<file path="config.mk">
export PLATFORM = sky130hd
export DESIGN_NAME = drkf_cell
export DESIGN_NICKNAME = d
export VERILOG_FILES = /design/src/hw/rtl/drkf_pkg.sv /design/src/hw/rtl/drkf_cell.sv
export SDC_FILE = /design/constraint.sdc
export NUM_CORES = 2
export LEC_CHECK = 0
export BUFFER_PORTS_ARGS = -buffer_cell sky130_fd_sc_hd__buf_2
export CAP_MARGIN = 25
export CORE_AREA = 2 2 659 661
export DETAILED_ROUTE_END_ITERATION = 10
export DIE_AREA = 0 0 661 663
export GPL_ROUTABILITY_DRIVEN = 0
export SLEW_MARGIN = 20
export SYNTH_ARGS = -nofsm -noshare
export SYNTH_HDL_FRONTEND = slang
export SYNTH_SLANG_ARGS = --single-unit
</file>
<file path="constraint.sdc">
create_clock -name clk -period 62.3 [get_ports clk]
set_input_delay 9.345 -clock clk [delete_from_list [all_inputs] [get_ports clk]]
set_output_delay 9.345 -clock clk [all_outputs]
set_load 0.02 [all_outputs]
</file>
<file path="src/hw/rtl/drkf_pkg.sv">
// ----------------------------------------------------------------------------
// drkf_pkg
// shared types, constants and the sip round function for the fingerprint core
// ----------------------------------------------------------------------------
package drkf_pkg;

	localparam int unsigned NumRounds   = 18;  // 7 words x 2 rounds + 4 final
	localparam int unsigned AbsorbCells = 14;
	localparam int unsigned MsgWords    = 5;   // words taken from the record
	localparam int unsigned InWidth     = 272;
	localparam int unsigned OutWidth    = 64;
	localparam int unsigned BlockBytes  = 48;
	localparam int unsigned HalfRotate  = 32;

	localparam logic [63:0] InitV0 = 64'h736f6d6570736575;
	localparam logic [63:0] InitV1 = 64'h646f72616e646f6d;
	localparam logic [63:0] InitV2 = 64'h6c7967656e657261;
	localparam logic [63:0] InitV3 = 64'h7465646279746573;
	localparam logic [63:0] LenWord = 64'(BlockBytes) << 56;

	typedef enum logic [1:0] {
		REG_KEY_A_LOW  = 2'd0,
		REG_KEY_A_HIGH = 2'd1,
		REG_KEY_B_LOW  = 2'd2,
		REG_KEY_B_HIGH = 2'd3
	} reg_idx_t;

	typedef struct packed {
		logic [63:0] v0;
		logic [63:0] v1;
		logic [63:0] v2;
		logic [63:0] v3;
	} sip_t;

	typedef logic [MsgWords*64-1:0] msg_t;

	function automatic logic [63:0] rotl(input logic [63:0] x, input int unsigned r);
		rotl = (x << r) | (x >> (64 - r));
	endfunction

	function automatic sip_t sip_round(input sip_t s);
		sip_t t;
		t = s;
		t.v0 = t.v0 + t.v1; t.v1 = rotl(t.v1, 13); t.v1 ^= t.v0; t.v0 = rotl(t.v0, 32);
		t.v2 = t.v2 + t.v3; t.v3 = rotl(t.v3, 16); t.v3 ^= t.v2;
		t.v0 = t.v0 + t.v3; t.v3 = rotl(t.v3, 21); t.v3 ^= t.v0;
		t.v2 = t.v2 + t.v1; t.v1 = rotl(t.v1, 17); t.v1 ^= t.v2; t.v2 = rotl(t.v2, 32);
		return t;
	endfunction

endpackage

</file>
<file path="src/hw/rtl/drkf_cell.sv">
// ----------------------------------------------------------------------------
// drkf_cell
// one sip round on both key lanes, with the message xor that belongs to it
// ----------------------------------------------------------------------------
module drkf_cell import drkf_pkg::*; #(
	parameter int unsigned Idx = 0
) (
	input  logic clk,
	input  logic arst_n,
	input  logic in_valid,
	output logic in_ready,
	input  sip_t in_a,
	input  sip_t in_b,
	input  msg_t in_msg,
	output logic out_valid,
	input  logic out_ready,
	output sip_t out_a,
	output sip_t out_b,
	output msg_t out_msg
);

	localparam int unsigned Word = Idx / 2;
	localparam bit PreXor  = (Idx % 2 == 0) && (Idx < AbsorbCells);
	localparam bit PostXor = (Idx % 2 == 1) && (Idx < AbsorbCells);
	localparam bit Finish  = (Idx == AbsorbCells - 1);

	logic        valid_q;
	sip_t        a_q, b_q;
	msg_t        msg_q;
	logic [63:0] m;
	sip_t        a_d, b_d;

	always_comb begin
		if (Word < MsgWords) begin
			m = in_msg[(Word % MsgWords)*64 +: 64];
		end else if (Word == MsgWords) begin
			m = '0;
		end else begin
			m = LenWord;
		end
		a_d = in_a;
		b_d = in_b;
		if (PreXor) begin
			a_d.v3 ^= m;
			b_d.v3 ^= m;
		end
		a_d = sip_round(a_d);
		b_d = sip_round(b_d);
		if (PostXor) begin
			a_d.v0 ^= m;
			b_d.v0 ^= m;
		end
		if (Finish) begin
			a_d.v2 ^= 64'hff;
			b_d.v2 ^= 64'hff;
		end
	end

	assign in_ready = !valid_q || out_ready;

	always_ff @(posedge clk or negedge arst_n) begin
		if (!arst_n) begin
			valid_q <= 1'b0;
		end else if (in_ready) begin
			valid_q <= in_valid;
		end
	end

	always_ff @(posedge clk) begin
		if (in_ready && in_valid) begin
			a_q   <= a_d;
			b_q   <= b_d;
			msg_q <= in_msg;
		end
	end

	assign out_valid = valid_q;
	assign out_a     = a_q;
	assign out_b     = b_q;
	assign out_msg   = msg_q;

endmodule

</file>
* Yosys cells after proc, flatten, opt, wreduce, memory -nomap -nowiden
Cells that the tools add are included.
** Storage, ports and cells
- Output and inout port bits :: 834
- Register bits :: 833
- Logic and storage cells :: 43
** Cells by class
- Bitwise gates (word level) :: 22
- Add/sub/neg operators :: 8
- Reductions and logical operators :: 3
** Operators by type and width (number)
- bitwise XOR 64 bit :: 10
- adder 64 bit :: 8
- bitwise OR 64 x 32 -> 64 bit :: 4
- bitwise OR 64 x 13 -> 64 bit :: 2
- bitwise OR 64 x 16 -> 64 bit :: 2
- bitwise OR 64 x 17 -> 64 bit :: 2
- bitwise OR 64 x 21 -> 64 bit :: 2
- logical AND 1 bit :: 1
- logical NOT 1 bit :: 1
- logical OR 1 bit :: 1

* Depth between registers and ports, before layout
- Depth after elaboration :: 5
- Gate-level depth with buffers :: 30

* Worst setup path before layout
Ideal clock, no wire load.
- Path type :: in2reg
- Start point :: input out_ready
- End point :: register a_q, in the netlist out_a[0], enable pin
- Stages on the path :: 2
- Library setup time :: 1.308 ns
- Arrival :: 28.368 ns
- Setup slack :: 32.625 ns
- Cells stage by stage :: nand2b_1 > and2_1
** On the way
- Word-level cells in the longest chain between the ends :: 2
** RTL lines
- from (decl) :: line drkf_cell.sv:16 : input logic out_ready,
- logical OR 1 bit :: line drkf_cell.sv:59 : assign in_ready = !valid_q || out_ready;
- logical AND 1 bit :: line drkf_cell.sv:70 : if (in_ready && in_valid) begin
- to (signal assigned) :: line drkf_cell.sv:71 : a_q <= a_d;
- to (decl) :: line drkf_cell.sv:28 : sip_t a_q, b_q;
No other way between the ends.
A chain may end at the register's enable or synchronous reset.

* Worst setup path in the final report
- Start point :: input out_ready
- End point :: output in_ready
** On the way
- Word-level cells in the longest chain between the ends :: 1
** RTL lines
- logical OR 1 bit :: line drkf_cell.sv:59
- to (decl) :: line drkf_cell.sv:11 : output logic in_ready,
No other way between the ends.

==> impl_metrics.py <==
metrics = {
    "critical_path": {
        "cp.arrival_ps": 10140,
        "required_ps": 52950,
        "cp-start-kind": "input pin",
        "critical_path_class": "in2out",
        "end_kind": "primary output",
        "path_max_fanout": 3,
    },
    "sta": {
        "tightest_slew_ps": 1280,
        "fin_crit_sh_pct": 31.3,
        "final_max_slew_viol_count": 0,
        "rsz0062_at_grt": "false",
        "skew_ps": 68.2,
        "finalSetupViolCount": 0,
        "worst_hold_slack_ps": 1030,
        "hold_viol_final": 0,
        "fin_tns_setup_ps": 0,
        "fin_crit_ps": 19490,
        "fmax_mhz": 51.3,
        "slew-limit-headroom_pct": 14.4,
    },
    "cts": {
        "post_cts_buffers": 0,
        "clk_pin_slew_ps": 70,
        "root_buffer": "clkbuf_16",
        "cts_buffer_depth": 4,
        "ctsResizeCount": 0,
        "numCtsBuffers": 109,
        "h-tree-depth": 3,
        "cts.sinks": 833,
        "clkLatencyLatePin_ps": 920,
        "cts_tree": "yes",
        "cts_hold_buffers": 0,
    },
    "drt": {
        "first_pass_iters": 11,
        "drt_first_iter_violations": 6809,
        "viasPerCell": 4.33,
        "drc": 2,
        "wl_mm": 494,
        "postRouteAntennaNets": 0,
        "vias": 56937,
        "wl_per_cell_um": 37.5,
    },
    "synth": {
        "yosysTopAreaCell": "edfxtp_1",
        "synth_top_cell_area_share_pct": 42.7,
        "synth.distinct_cells": 93,
        "syn-num-nets": 6828,
        "ys_top_cells_by_area": "edfxtp_1 (43%), xor2_1 (12%), ha_1 (11%)",
        "synth_edf_count": 832,
        "synth_ff_type": "edfxtp_1",
        "syn_area_um2": 58500,
        "netlist_instances": 5471,
        "ys_seq_area_share_pct": 42.8,
        "yosysMostFrequentCell": "edfxtp_1",
        "async_flop_share_pct": 0.120,
        "ys_top_cells_by_count": "edfxtp_1 (832), xor2_1 (779), a21oi_1 (518)",
        "yosysWarnings": 0,
        "ys_ff_latch": 833,
        "syn-mean-instance-area_um2": 10.7,
    },
    "cells_and_area": {
        "num-nets-final": 8543,
        "layout-drive-gt1-share_pct": 27.5,
        "area_delta_synth_final_pct": 34.2,
        "fin_util_pct": 18.2,
    },
    "power_and_ir_drop": {
        "ir_worst_vdd_uv": 26.4,
        "p_leak_nw": 32.8,
        "powerDensity_nw_per_um2": 59.0,
        "p_total_mw": 4.63,
    },
    "floorplanning": {
        "die-area_um2": 438000,
        "core-area_um2": 432000,
        "initial_core_util_pct": 13.5,
        "ios": 1670,
        "die_h_um": 663,
        "die_w_um": 661,
        "rows": 242,
    },
    "grt": {
        "first_global_vias": 52187,
        "grt_usage_pct": 21.5,
        "grt_overflow": 0,
        "grt_max_degree": 142,
        "grt_pass1_wl_mm": 598,
        "antenna_found_initial": 204,
    },
    "placed_design": {
        "dp_hpwl_mm": 444,
        "portBuffers": 1669,
    },
    "outcome": {
        "violations": "design-rule violations",
        "status": "finished, violations left",
    },
    "min_path": {
        "hp-class": "reg2reg",
    },
    "job": {
        "drv_cap": 0,
    },
}
## sequential cells by signal, indices dropped and copies added, names as in the netlist
signal / count
out_b: 256
out_valid: 1
out_msg: 320
out_a: 256
## kinds of logic (layout without fill, tap and decap cells)
kind of cell,Yosys count,count (layout),synth area share [%]
other,0,154,0
buffers and inverters,277,2079,1.80
flip-flops,833,833,42.8
AO/OA/AOI/OAI,1663,1663,18.2
adder cells (fa/ha/maj),521,521,11.2
XOR/XNOR,1140,1140,17.3
AND/OR/NAND/NOR,1036,1036,8.65
multiplexers,1,1,0.0171
## per-layer routing
layer,global-route usage [%],part of all wire [%]
met4,16.0,9.4
met1,21.9,33
met2,32.9,43
met3,12.0,14
met5,0.724,0.18
## metrics by stage
step | area [um^2] | instances | setup WS (ps)
2_1_floorplan | 58500 | 5471 | 32620
3_3_place_gp | 74100 | 12787 | 42830
3_5_place_dp | 74300 | 12800 | 42840
4_1_cts | 77900 | 12998 | 42830
5_1_grt | 78400 | 13131 | 42810
6_report | 78500 | 13161 | 42810
## final cells by class
type                            count  area, um^2
Antenna cell                      154         385
Tap cell                         5734        7170
Clock buffer                      125        2850
Inverter                          145         544
Fill cell                       48015      354000
Clock inverter                     73         788
Multi-Input combinational cell   4361       32800
Timing Repair Buffer             1736        8950
Sequential cell                   833       25000
## final timing paths
| kind | endpoint | depth (start not counted) | slack (ps) | from |
|---|---|---|---|---|
| min in group asynchronous | out_valid | 1 | 8250 | arst_n |
| worst min-delay path | out_valid | 2 | 1030 | out_valid |
| max in group asynchronous | out_valid | 1 | 53970 | arst_n |
| worst min register to register | out_valid | 2 | 1030 | out_valid |
| worst max-delay path | in_ready | 3 | 42810 | out_ready |
| worst max register to register | out_msg[295] | 7 | 56550 | out_valid |
## worst max-delay path: stages
cell	delay, ps
buf_2	110
nand2b_1	410
buf_2	270
## cell usage in the layout, fill, tap and decap left out, drive strengths merged, types with 158 or more instances in the layout
cell type	instances
a21oi	521
inv	158
nand2	306
edfxtp	832
xnor2	351
xor2	781
ha	513
o21ai	297
a21o	364
buf	1734
nor2	237
## power breakdown
part | switching [mW] | internal (mW) | leakage [nW] | total, mW
registers | 0.0978 | 0.973 | 7.93 | 1.07
clock network | 0.292 | 0.384 | 1.77 | 0.675
logic | 2.10 | 0.776 | 23.1 | 2.88
No activity file was read; power rests on OpenSTA's default activity.
